<file path="config.mk">
export PLATFORM = sky130hd
export DESIGN_NAME = fpa_ctrl
export DESIGN_NICKNAME = d
export VERILOG_FILES = /design/src/hdl/fpa_pkg.sv /design/src/hdl/fpa_ctrl.sv
export SDC_FILE = /design/constraint.sdc
export NUM_CORES = 1
export LEC_CHECK = 0
export BUFFER_PORTS_ARGS = -buffer_cell sky130_fd_sc_hd__buf_4
export CORE_UTILIZATION = 30
export DETAILED_ROUTE_END_ITERATION = 12
export PLACE_DENSITY = 0.62
export SLEW_MARGIN = 30
export SYNTH_ARGS = -nofsm -noshare
export SYNTH_HDL_FRONTEND = slang
export SYNTH_SLANG_ARGS = --single-unit
</file>
<file path="constraint.sdc">
create_clock -name clk -period 1.7 [get_ports clk]
set_clock_uncertainty 0.15 [all_clocks]
set_input_delay 0.085 -clock clk [delete_from_list [all_inputs] [get_ports clk]]
set_output_delay 0.085 -clock clk [all_outputs]
set_load 0.03 [all_outputs]
</file>
<file path="src/hdl/fpa_pkg.sv">
// Shared types, codes and arithmetic helpers of the frame-tagged pixel accumulator.
// Used by the controller, the datapath and the top level; depends on nothing.
`default_nettype none

package fpa_pkg;

	// Request kinds carried on the slave tuser.
	localparam logic [1:0] OP_ADD   = 2'd0;
	localparam logic [1:0] OP_SWEEP = 2'd1;
	localparam logic [1:0] OP_READ  = 2'd2;
	localparam logic [1:0] OP_NONE  = 2'd3;

	// Result status codes carried on the master tuser.
	localparam logic [1:0] ST_OK    = 2'd0;
	localparam logic [1:0] ST_RANGE = 2'd1;
	localparam logic [1:0] ST_STALE = 2'd2;

	// Configuration register indexes.
	localparam logic [1:0] REG_WIDTH   = 2'd0;
	localparam logic [1:0] REG_HEIGHT  = 2'd1;
	localparam logic [1:0] REG_MAX_AGE = 2'd2;
	localparam logic [1:0] REG_FADEOUT = 2'd3;

	localparam int IN_TDATA_W  = 112;
	localparam int OUT_TDATA_W = 72;
	localparam int MAIN_W      = 128;
	localparam int STAMP_W     = 32;

	// 0.9 in Q0.15 and the rounding bias for the fade.
	localparam logic signed [31:0] FADE_COEF = 32'sd29491;
	localparam logic signed [31:0] FADE_BIAS = 32'sd16384;

	typedef enum logic [1:0] {
		ADR_PIX,
		ADR_PASS,
		ADR_SWEEP
	} addr_sel_t;

	typedef enum logic [1:0] {
		WR_CLEAR,
		WR_RESTAMP,
		WR_ADD,
		WR_SWEEP
	} wr_sel_t;

	// Commands from the controller to the datapath.
	typedef struct packed {
		logic      load_in;
		logic      set_newest;
		logic      pass_clr;
		logic      pass_inc;
		logic      sweep_clr;
		logic      sweep_inc;
		addr_sel_t addr_sel;
		logic      main_we;
		logic      stamp_we;
		wr_sel_t   wr_sel;
		logic      load_out;
	} cmd_t;

	// Status from the datapath to the controller.
	typedef struct packed {
		logic [1:0] op;
		logic       in_area;
		logic       stale;
		logic       newer;
		logic       pass_last;
		logic       sweep_last;
		logic       sweep_empty;
		logic       out_free;
		logic       dim_write;
	} sts_t;

	// Saturating signed 16-bit add.
	function automatic logic [15:0] sat_add(input logic [15:0] a, input logic [15:0] b);
		logic signed [16:0] s;
		s = $signed({a[15], a}) + $signed({b[15], b});
		if (s > 17'sd32767) begin
			return 16'h7fff;
		end else if (s < -17'sd32768) begin
			return 16'h8000;
		end
		return s[15:0];
	endfunction

	// Multiply by 0.9 with round half up; the floor shift keeps ties toward plus infinity.
	function automatic logic [15:0] fade(input logic [15:0] c);
		logic signed [31:0] p;
		p = 32'($signed(c)) * FADE_COEF + FADE_BIAS;
		return p[30:15];
	endfunction

endpackage

`default_nettype wire

</file>
<file path="src/hdl/fpa_ctrl.sv">
// Controller state machine: sequences clearing, restamp passes, read-modify-write,
// age sweeps and result loading. Uses fpa_pkg; drives fpa_datapath by commands.
`default_nettype none

module fpa_ctrl (
	input  wire logic           clk,
	input  wire logic           arst_n,
	input  wire logic           s_tvalid,
	output logic                s_tready,
	input  wire fpa_pkg::sts_t  sts,
	output fpa_pkg::cmd_t       cmd
);
	import fpa_pkg::*;

	typedef enum logic [8:0] {
		S_CLEAR   = 9'b000000001,
		S_IDLE    = 9'b000000010,
		S_DEC     = 9'b000000100,
		S_RESTAMP = 9'b000001000,
		S_ARD     = 9'b000010000,
		S_AMOD    = 9'b000100000,
		S_SRD     = 9'b001000000,
		S_SMOD    = 9'b010000000,
		S_FOUT    = 9'b100000000
	} state_t;

	state_t state_q, state_d;
	logic   fetch_q, fetch_d;

	always_ff @(posedge clk or negedge arst_n) begin
		if (!arst_n) begin
			state_q <= S_CLEAR;
			fetch_q <= 1'b0;
		end else begin
			state_q <= state_d;
			fetch_q <= fetch_d;
		end
	end

	assign s_tready = (state_q == S_IDLE) && !sts.dim_write;

	// Next state and commands. fetch_q marks the read cycle before the result.
	always_comb begin
		state_d = state_q;
		fetch_d = 1'b0;
		cmd     = '0;
		cmd.addr_sel = ADR_PIX;
		cmd.wr_sel   = WR_CLEAR;
		case (state_q)
			S_CLEAR: begin
				cmd.addr_sel = ADR_PASS;
				cmd.main_we  = 1'b1;
				cmd.stamp_we = 1'b1;
				if (sts.dim_write) begin
					cmd.pass_clr = 1'b1;
				end else if (sts.pass_last) begin
					cmd.pass_clr = 1'b1;
					state_d      = S_IDLE;
				end else begin
					cmd.pass_inc = 1'b1;
				end
			end
			S_IDLE: begin
				if (sts.dim_write) begin
					cmd.pass_clr = 1'b1;
					state_d      = S_CLEAR;
				end else if (s_tvalid) begin
					cmd.load_in = 1'b1;
					state_d     = S_DEC;
				end
			end
			S_DEC: begin
				case (sts.op)
					OP_ADD: begin
						if (!sts.in_area) begin
							state_d = S_FOUT;
						end else if (sts.stale) begin
							fetch_d = 1'b1;
							state_d = S_FOUT;
						end else if (sts.newer) begin
							cmd.set_newest = 1'b1;
							cmd.pass_clr   = 1'b1;
							state_d        = S_RESTAMP;
						end else begin
							state_d = S_ARD;
						end
					end
					OP_SWEEP: begin
						cmd.sweep_clr = 1'b1;
						if (sts.sweep_empty) begin
							fetch_d = 1'b1;
							state_d = S_FOUT;
						end else begin
							state_d = S_SRD;
						end
					end
					OP_READ: begin
						fetch_d = 1'b1;
						state_d = S_FOUT;
					end
					default: state_d = S_FOUT;
				endcase
			end
			S_RESTAMP: begin
				cmd.addr_sel = ADR_PASS;
				cmd.wr_sel   = WR_RESTAMP;
				cmd.stamp_we = 1'b1;
				if (sts.pass_last) begin
					cmd.pass_clr = 1'b1;
					state_d      = S_ARD;
				end else begin
					cmd.pass_inc = 1'b1;
				end
			end
			S_ARD: begin
				state_d = S_AMOD;
			end
			S_AMOD: begin
				cmd.wr_sel  = WR_ADD;
				cmd.main_we = 1'b1;
				fetch_d     = 1'b1;
				state_d     = S_FOUT;
			end
			S_SRD: begin
				cmd.addr_sel = ADR_SWEEP;
				state_d      = S_SMOD;
			end
			S_SMOD: begin
				cmd.addr_sel = ADR_SWEEP;
				cmd.wr_sel   = WR_SWEEP;
				cmd.main_we  = 1'b1;
				cmd.stamp_we = 1'b1;
				if (sts.sweep_last) begin
					fetch_d = 1'b1;
					state_d = S_FOUT;
				end else begin
					cmd.sweep_inc = 1'b1;
					state_d       = S_SRD;
				end
			end
			S_FOUT: begin
				// Pixel read data is valid in the cycle after the address settles.
				if (!fetch_q && sts.out_free) begin
					cmd.load_out = 1'b1;
					state_d      = S_IDLE;
				end
			end
			default: state_d = S_IDLE;
		endcase
	end

endmodule

`default_nettype wire

</file>
==> results of run 1 <==
==> worst max path at each step <==
stage | startpoint | end | slack, ns | cells after the start
after floorplan | state_q[8] | cmd[4] | -0.04 | 4
after global placement | state_q[6] | state_q[1] | -0.05 | 6
after detailed placement | state_q[6] | state_q[1] | -0.05 | 6
after CTS | state_q[6] | cmd[10] | -0.21 | 6
after global routing | state_q[3] | cmd[10] | -0.32 | 6
final | state_q[3] | cmd[10] | -0.25 | 6
==> sequential cells by signal (all words and copies together), names as in the netlist <==
name and cells:
state_q 9, fetch_q 1
==> cells by family (layout without fill, tap and decap cells) <==
family	after synthesis	count (layout)
simple gates	51	51
flops	10	10
xor+xnor	2	2
compound gates	23	23
buf+inv	5	64
==> critical path, stage by stage, from the launching register on <==
cell	delay, ns
dfrtp_1	0.40
nor3_4	0.23
and2_4	0.18
nand4_1	0.12
or2_4	0.30
nand3_2	0.07
buf_6	0.13
==> synthesized netlist by cell type (3+ instances only) <==
| library cell | n |
|---|---|
| nor2_1 | 10 |
| nor3b_1 | 4 |
| nor2b_1 | 3 |
| o21a_1 | 4 |
| nand2_1 | 9 |
| and2_1 | 3 |
| dfrtp_1 | 9 |
| a31oi_1 | 3 |
| nand3_1 | 6 |
| inv_1 | 4 |
| o21ai_0 | 7 |
==> report_power, final <==
group	leakage, nW	switching [mW]	internal [mW]
Clock	0.0210	0.0937	0.131
Combinational	0.533	0.492	0.460
Sequential	0.128	0.0433	0.278
==> what timing repair did <==
action                                  4_1_cts  5_1_grt
endpoints found under the setup margin       15       16
gates resized for setup                      26       13
hold buffers                                  6        0
endpoints found under the hold margin        14        0
setup buffers                                 9        4
pin swaps                                     7        8
==> final cells by class <==
type | count | area [um^2] | area share
Sequential cell | 10 | 255 | 0.176
Multi-Input combinational cell | 76 | 618 | 0.427
Inverter | 4 | 15.0 | 0.0104
Tap cell | 28 | 35.0 | 0.0242
Clock buffer | 4 | 36.3 | 0.0251
Timing Repair Buffer | 56 | 488 | 0.337
==> per-layer routing <==
layer	share of wire	vias up	global-route usage
met3	0.046	8	0.0522
met1	0.41	440	0.244
met2	0.52	28	0.380
li1	-	451	-
met4	0.025	0	0.0746
met5	0	-	0
==> through the flow <==
step	instances	worst slack, ns
2_1_floorplan	91	-0.0396
3_3_place_gp	155	-0.0461
3_5_place_dp	155	-0.0460
4_1_cts	174	-0.209
5_1_grt	178	-0.321
6_report	178	-0.254
==> impl_results.md, run 1 <==
* Cells after Synth at 91
* Pwr/cell area at 1030 mW/mm^2
* Crit share post-route at 1.15
* Fmax achieved at between 500 and 600 MHz
* Sequential area share after synthesis at 0.331
* Violated checks: hold timing, setup timing
* Root Driver: clkbuf_4
* CTS H-tree depth at 1
* Vias at 927
* N_diodes at 0
* RSZ-0062 raised after global routing: true
* Arr. time, crit path at 1.72 ns
* Max IR drop VDD at between 0.9 and 1 mV
* CTS max path bufs at 2
* Synth Area in Simple Gates at 0.410
* Post-synthesis register bit count at 10
* Total GRT Usage at 0.213
* Port Buf Inserts at 26
* Antenna violations before repair at 0
* Routed WL per cell at 15.4 um
* Nets at approximately 160
* Min-Delay Path Class: input port to flip-flop
* Clk Latency, worst-skew pair at 0.28 ns
* Yosys top cell by area: dfrtp_1
* Max Cap Viol at 0
* Slew HR at 0.725
* Via density at 5.21
* Core ar. at 0.00230 mm^2
* Post-synth EDFFs at 0
* Vias in the first global route at 928
* First-pass GRT wire length at 4.17 mm
* Pins over their slew limit at 0
* Flop2flop setup slack at -0.10 ns
* DRC at 0
* Post-synthesis compound-gate area fraction at 0.201
* Reg2reg end: state_q[1]
* Die W at approximately 52 um
* Crit path max fanout at 3
* Area grow syn2layout at 90.6%
* Worst Tran Pin Value at 0.411 ns
* Synth Net Count at 104
* Main combinational cell family by area after synthesis: simple AND/OR/NAND/NOR gates
* Synth Area in XOR/XNOR at 0.0231
* Post-Synthesis Cell Area at 759 um^2
* Post-layout util at 0.630
* Avg Inst Size Synth at approximately 8.3 um^2
* Final Hold Viols at 1
* Critical Path Start Type: flip-flop
* Hold_sp: sts[5]
* Num ports at 27
* Hold Path Cell Cnt at 3
* WHS Endpoint: state_q[4]
* Filler cells at around 180
* Most common library cell in the layout ignoring fill and taps: buf_4
* Post-Layout Inst Area at 0.00145 mm^2
* Post-synthesis mux area share at 0
* CTS tree: done
* CP Class: flip-flop to primary output
* Final HPWL DP at ~1.7 mm
* Num CTS Buffers at 3
* Gr ovfl total at 0
* Fraction of the mapped netlist area in adder cells at 0
* Final GP Congestion at 0.751
* CTS Sinks at 10
* Period minus WS final at about 2.0 ns
* Commonest non-fill, non-tap cells in the layout: 36 x buf_4, 14 x buf_6, 7 x nand2_1
* Dominant cells by area after synthesis: dfrtp_1 30%, nor2_1 4.9%, o21ai_0 4.6%
* Status: finished with violations
* Reg2Reg Depth at 7
* Final WS setup at -0.254 ns
* Starting Density at 0.331
* Placed Area at 0.00109 mm^2
* Largest net degree at the start of global routing at 11
* Share of cells above drive strength 1 at 0.560
* Post-synth cell types at 35
* Setup TNS at -2.36 ns
* 1st-iter DRT viols at 18
* Yosys warns at 0
* Static Leak at 0.682 nW
* Worst Path Required at 1.46 ns
* Worst hold slack at -0.00260 ns
* Antenna-violating nets left at 0
* First-pass detailed-route iteration total at 4
* FP Rows at 17
* Total power at around 1.5 mW
* Top-area cell type share of the netlist area at 0.297
* Clock transition at the registers of the reported paths at 0.07 ns
* Finish-stage setup viols at 16
* RR Startpoint: state_q[4]
* Critical path capture point type: primary output
* Die Ht at 52.3 um
* Primary FF master, synth: dfrtp_1
* Post-Route WL at 2.75 mm
* Die area at approximately 0.0027 mm^2
* FFs w/ async S/R, synth at 1.00
Note: power is estimated with default switching activity, not from simulation.
==> run 2: changes to the inputs <==
--- a/constraint.sdc
+++ b/constraint.sdc
@@ -4,2 +4,2 @@
 set_output_delay 0.085 -clock clk [all_outputs]
-set_load 0.03 [all_outputs]
+set_load 0.1 [all_outputs]
==> run 2 against run 1 <==
  * The flow finishes with violations (setup timing)
  * Maximum frequency is 2.7% lower
  * Final cell count increased by 3.9%
  * Clock power about the same
  * Sequential share of layout area shrank 2.6 points
  * Register-to-register slack gained 0.03 ns
  * Non-clock buffer count increased by 7
  * Sequential cell count unchanged
  * First-iteration DRC count did not move
  * Global-route usage increased by 1.6 points
  * Critical path depth is the same
  * Worst hold slack improved by 0.024 ns
==> impl_results.md, run 2 (synthesized netlist as in run 1, its figures left out) <==
* Status: finished with violations (unchanged)
* Violated checks: setup timing (was hold timing, setup timing)
* RSZ-0062 raised after global routing: true (unchanged)
* Final WS setup at -0.308 ns (was -0.254 ns)
* Placed Area at 0.00128 mm^2 (was 0.00109 mm^2)
* Num ports at 27 (unchanged)
* CP Class: flip-flop to primary output (unchanged)
* Critical Path Start Type: flip-flop (unchanged)
* Reg2Reg Depth at 7 (unchanged)
* Share of cells above drive strength 1 at 0.624 (was 0.560)
* Reg2reg end: state_q[1] (unchanged)
* CP max-delay cell: dfrtp_2 (was dfrtp_1)
* Max Cap Viol at 0 (unchanged)
* DRC at 0 (unchanged)
* Pwr/cell area at 1250 mW/mm^2 (was 1030 mW/mm^2)
* 1st-iter DRT viols at 18 (unchanged)
* First-pass detailed-route iteration total at 4 (unchanged)
* Worst Tran Pin Value at 0.325 ns (was 0.411 ns)
* Final GP Congestion at 0.846 (was 0.751)
* Root Driver: clkbuf_4 (unchanged)
* Vias in the first global route at 958 (was 928)
* Finish-stage setup viols at 16 (unchanged)
* Crit share post-route at 1.18 (was 1.15)
* Final Hold Viols at 0 (was 1)
* Die Ht at 52.3 um (unchanged)
* Pins over their slew limit at 0 (unchanged)
* Filler cells at 149 (was 179)
* Antenna violations before repair at 0 (unchanged)
* Arr. time, crit path at 1.77 ns (was 1.72 ns)
* Worst Path Required at 1.46 ns (about the same)
* Setup crit end: cmd[11] (was cmd[10])
* Fmax achieved at 498 MHz (was 512 MHz)
* Most common library cell in the layout ignoring fill and taps: buf_4 (unchanged)
* Commonest non-fill, non-tap cells in the layout: 42 x buf_4, 14 x buf_12, 6 x nor2_1, 6 x o21ai_0, 6 x dfrtp_1 (was 36 x buf_4, 14 x buf_6, 7 x nand2_1)
* Starting Density at 0.331 (unchanged)
* Post-Layout Inst Area at 0.00170 mm^2 (was 0.00145 mm^2)
* WP buf/inv at 2 (was 1)
* Top reg by flops: state_q (unchanged)
* Min-Delay Path Class: input port to async pin (was input port to flip-flop)
* Cell count along the critical path at 6 (unchanged)
* Largest net degree at the start of global routing at 11 (unchanged)
* Flop2flop setup slack at -0.07 ns (was -0.10 ns)
* Via density at 5.18 (was 5.21)
* Worst path max stage delay at 0.45 ns (was 0.40 ns)
* First-pass GRT wire length at 4.42 mm (was 4.17 mm)
* FP Rows at 17 (unchanged)
* Vias at 958 (was 927)
* CTS H-tree depth at 1 (unchanged)
* Period minus WS final at 2.01 ns (was 1.95 ns)
* Post-Route WL at 2.85 mm (was 2.75 mm)
* Core ar. at 0.00230 mm^2 (unchanged)
* Setup TNS at -3.42 ns (was -2.36 ns)
* Max IR drop VDD at 1.66 mV (was 0.925 mV)
* Critical path capture point type: primary output (unchanged)
* Family with the most delay on the worst path: simple AND/OR/NAND/NOR gates (unchanged)
* CP cell instances: nor3_4 -> and2_4 -> nand4_1 -> or2_4 -> clkinvlp_4 -> buf_12 (was nor3_4 -> and2_4 -> nand4_1 -> or2_4 -> nand3_2 -> buf_6)
* Die W at 52.3 um (unchanged)
* Crit path max fanout at 3 (unchanged)
* Port Buf Inserts at 26 (unchanged)
* Nets at 171 (was 164)
* Clk Latency, worst-skew pair at 0.27 ns (was 0.28 ns)
* RR Startpoint: state_q[7] (was state_q[4])
* Static Leak at 0.752 nW (was 0.682 nW)
* CP startpoint: state_q[6] (was state_q[3])
* Number of flip-flops in the largest register at 9 (unchanged)
* Num CTS Buffers at 3 (unchanged)
* Routed WL per cell at 15.4 um (about the same)
* CTS max path bufs at 2 (unchanged)
* Clock transition at the registers of the reported paths at 0.08 ns (was 0.07 ns)
* Slew HR at 0.781 (was 0.725)
* Die area at 0.00274 mm^2 (unchanged)
* Gr ovfl total at 0 (unchanged)
* N_diodes at 0 (unchanged)
* Antenna-violating nets left at 0 (unchanged)
* Biggest registers after layout: state_q x9, fetch_q x1 (unchanged)
* CTS tree: done (unchanged)
* Area grow syn2layout at 123% (was 90.6%)
* CTS Sinks at 10 (unchanged)
* Final HPWL DP at 1.91 mm (was 1.73 mm)
* Total GRT Usage at 0.230 (was 0.213)
[run 2: routing by layer]
metal,wire [um],track usage,part of all wire,vias up
li1,-,-,-,469
met1,1170,0.265,0.41,452
met2,1530,0.414,0.54,31
met3,109,0.0551,0.038,6
met4,39,0.0658,0.014,0
met5,0,0,0,-
[run 2: cell type report]
class / instances / area [um^2] / share of cell area
clock buffer: 4 / 36.3 / 0.0214
timing repair buffer: 63 / 668 / 0.394
inverter: 4 / 18.8 / 0.0111
multi-input combinational: 76 / 682 / 0.402
sequential: 10 / 255 / 0.151
tap: 28 / 35.0 / 0.0207
[run 2: timing repair]
item,in CTS,in global routing
setup endpoints to repair,16,17
hold buffers,5,0
resized for setup,47,10
pin swaps,8,5
setup buffers,8,3
hold endpoints to repair,15,0
[run 2: stage by stage]
stage / hold WS, ns / std cells / setup WS (ns) / power [mW] / util
after floorplan: -0.361 / 91 / -0.568 / 1.12 / -
after global placement: -0.231 / 165 / -0.127 / 1.51 / 0.559
after detailed placement: -0.229 / 165 / -0.160 / 1.52 / 0.559
after CTS: 0.0222 / 182 / -0.301 / 2.02 / 0.708
after global routing: 0.0259 / 185 / -0.368 / 2.21 / 0.738
final: 0.0212 / 185 / -0.308 / 2.12 / 0.738
[run 2: worst register-to-register path, stage by stage (launching register included)]
cell and delay [ns]:
dfrtp_1 0.44, nor3_4 0.24, buf_4 0.15, nand3_4 0.12, buf_4 0.18, a21oi_2 0.12
a31oi_1 0.07, a31o_1 0.20
[run 2: power by group]
part	switching (mW)	leakage, nW	total [mW]	internal (mW)
sequential	0.0555	0.129	0.336	0.281
clock	0.0944	0.0210	0.225	0.130
combinational	0.855	0.602	1.56	0.702
total	1.00	0.752	2.12	1.11
[run 2: worst min-delay path by stage]
stage                 end  slack [ns]  cells after the start
6_report       state_q[5]        0.02                      2
5_1_grt        state_q[8]        0.03                      4
4_1_cts        state_q[5]        0.02                      2
3_5_place_dp   state_q[6]       -0.23                      1
3_3_place_gp   state_q[6]       -0.23                      1
2_1_floorplan     fetch_q       -0.36                      0
==> run 3: changes to the inputs <==
BUFFER_PORTS_ARGS = -buffer_cell sky130_fd_sc_hd__buf_2   (was -buffer_cell sky130_fd_sc_hd__buf_4)
==> run 3 against run 2 <==
  * Global-route usage up 0.95 points
  * Count of clock-buffer cells in the layout unchanged
  * Clock power down 21%
  * Critical path depth unchanged
  * First-iteration DRC count up 5.6%
  * The run still ends with setup timing left
  * Register-to-register slack worse by 0.06 ns
  * Wire length up 2.8%
  * Non-clock buffer count unchanged
  * Largest power group unchanged
  * Highest routed layer unchanged
==> impl_results.md, run 3 (synthesized netlist as in run 1, its figures left out) <==
* Status: finished with violations (unchanged)
* Violated checks: setup timing (unchanged)
* Num ports at 27 (unchanged)
* Flop pwr share at 0.159 (about the same)
* CP max-delay cell: dfrtp_1 (was dfrtp_2)
* N_diodes at 0 (unchanged)
* Die Ht at 52.3 um (unchanged)
* Total GRT Usage at 0.239 (was 0.230)
* Pins over their slew limit at 0 (unchanged)
* CP cell instances: nor3_4 -> and2_4 -> nand4_1 -> or2_4 -> clkinvlp_4 -> buf_12 (unchanged)
* Routed WL per cell at 15.8 um (was 15.4 um)
* CTS Sinks at 10 (unchanged)
* Switching pwr at 1.01 mW (was 1.00 mW)
* Finish-stage setup viols at 17 (was 16)
* Vias in the first global route at 976 (was 958)
* Via density at 5.28 (was 5.18)
* Max Cap Viol at 0 (unchanged)
* Area grow syn2layout at 124% (was 123%)
* Fmax achieved at 480 MHz (was 498 MHz)
* Num CTS Buffers at 3 (unchanged)
* First-pass GRT wire length at 4.72 mm (was 4.42 mm)
* Clk Latency, worst-skew pair at 0.27 ns (about the same)
* Commonest non-fill, non-tap cells in the layout: 23 x buf_4, 15 x buf_12, 12 x buf_2 (was 42 x buf_4, 14 x buf_12, 6 x nor2_1, 6 x o21ai_0, 6 x dfrtp_1)
* Gr ovfl total at 0 (unchanged)
* FP Rows at 17 (unchanged)
* Final GP Congestion at 0.785 (was 0.846)
* Port Buf Inserts at 26 (unchanged)
* Vias at 977 (was 958)
* Antenna-violating nets left at 0 (unchanged)
* Final WS setup at -0.384 ns (was -0.308 ns)
* Pwr/cell area at 1240 mW/mm^2 (was 1250 mW/mm^2)
* Worst Path Required at 1.46 ns (about the same)
* Starting Density at 0.331 (unchanged)
* Clock power share at 0.084 (was 0.106)
* Clock transition at the registers of the reported paths at 0.07 ns (was 0.08 ns)
* Top reg by flops: state_q (unchanged)
* Final Hold Viols at 0 (unchanged)
* Max IR drop VDD at 1.02 mV (was 1.66 mV)
* Largest net degree at the start of global routing at 11 (unchanged)
* Antenna violations before repair at 0 (unchanged)
* CTS tree: done (unchanged)
* Placed Area at 0.00140 mm^2 (was 0.00128 mm^2)
* Post-Layout Inst Area at 0.00170 mm^2 (about the same)
* Min-Delay Path Class: input port to flip-flop (was input port to async pin)
* Die W at 52.3 um (unchanged)
* DRC at 0 (unchanged)
* Post-layout util at 0.741 (was 0.738)
* CP Class: flip-flop to primary output (unchanged)
* Cell-internal power at 1.10 mW (was 1.11 mW)
* Most common library cell in the layout ignoring fill and taps: buf_4 (unchanged)
* Critical Path Start Type: flip-flop (unchanged)
* Post-Route WL at 2.93 mm (was 2.85 mm)
* Biggest registers after layout: state_q x9, fetch_q x1 (unchanged)
* Total power at 2.11 mW (was 2.12 mW)
* Worst Tran Pin Value at 0.474 ns (was 0.325 ns)
* Final HPWL DP at 1.93 mm (was 1.91 mm)
* Number of flip-flops in the largest register at 9 (unchanged)
* Share of cells above drive strength 1 at 0.618 (was 0.624)
* Crit share post-route at 1.23 (was 1.18)
* Net switching fraction of the power at 0.477 (was 0.475)
* 1st-iter DRT viols at 19 (was 18)
* RSZ-0062 raised after global routing: true (unchanged)
* Period minus WS final at 2.08 ns (was 2.01 ns)
* Core ar. at 0.00230 mm^2 (unchanged)
* First-pass detailed-route iteration total at 4 (unchanged)
* Die area at 0.00274 mm^2 (unchanged)
* Root Driver: clkbuf_4 (unchanged)
* CTS max path bufs at 2 (unchanged)
* Slew HR at 0.680 (was 0.781)
* Nets at 171 (unchanged)
* Logic pwr share at 0.757 (was 0.735)
* Critical path capture point type: primary output (unchanged)
* Arr. time, crit path at 1.85 ns (was 1.77 ns)
* Static Leak at 0.746 nW (was 0.752 nW)
* Pre-CTS setup slack at -0.0692 ns (was -0.160 ns)
* Worst path max stage delay at 0.42 ns (was 0.45 ns)
* Crit path max fanout at 5 (was 3)
* CTS H-tree depth at 1 (unchanged)
run 3: per-stage QoR:
step | TNS, ns | instances | hold WS [ns]
floorplan | -2.87 | 91 | -0.361
global placement | -0.309 | 163 | -0.195
detailed placement | -0.449 | 163 | -0.189
CTS | -3.20 | 183 | 0.0176
global route | -5.58 | 185 | 0.0320
finish | -4.12 | 185 | 0.0188
run 3: path summary, 6_finish.rpt:
path / startpoint / end / slack, ns / cells after the start
hold reg to reg: state_q[3] / state_q[5] / 0.51 / 2
hold / removal: sts[3] / state_q[6] / 0.02 / 3
setup reg to reg: state_q[0] / state_q[1] / -0.13 / 6
setup / recovery: state_q[4] / cmd[11] / -0.38 / 6
min in group asynchronous: arst_n / state_q[5] / 0.05 / 2
max in group asynchronous: arst_n / state_q[0] / 1.09 / 2
run 3: cell type report:
class                           instances  area, um^2
Clock buffer                            4        26.3
Fill cell                             156         594
Inverter                                4        18.8
Multi-Input combinational cell         76         694
Sequential cell                        10         254
Tap cell                               28        35.0
Timing Repair Buffer                   63         674
run 3: repair_timing:
item,in CTS,in global routing
setup endpoints to repair,17,20
pin swaps,10,2
hold buffers,4,0
resized for setup,21,5
setup buffers,12,3
hold endpoints to repair,14,0
run 3: power by group through the flow:
stage | clock [mW] | sequential, mW | combinational [mW]
after detailed placement | 0 | 0.335 | 1.28
after CTS | 0.182 | 0.329 | 1.55
final | 0.177 | 0.335 | 1.60
after global placement | 0 | 0.331 | 1.28
after global routing | 0.196 | 0.339 | 1.66
after floorplan | 0 | 0.333 | 0.791
run 3: critical path, delay by kind of cell, from the launching register on:
family                 cells  cell delay (ns)
AND/OR/NAND/NOR            4             0.91
flip-flops                 1             0.42
buffers and inverters      2             0.25
run 3: layer usage:
| layer | GRT usage | up-vias | wire length, um |
|---|---|---|---|
| met5 | 0 | - | 0 |
| met4 | 0.0921 | 0 | 57 |
| met3 | 0.0551 | 8 | 127 |
| met2 | 0.392 | 35 | 1520 |
| met1 | 0.301 | 469 | 1230 |
| li1 | - | 465 | - |
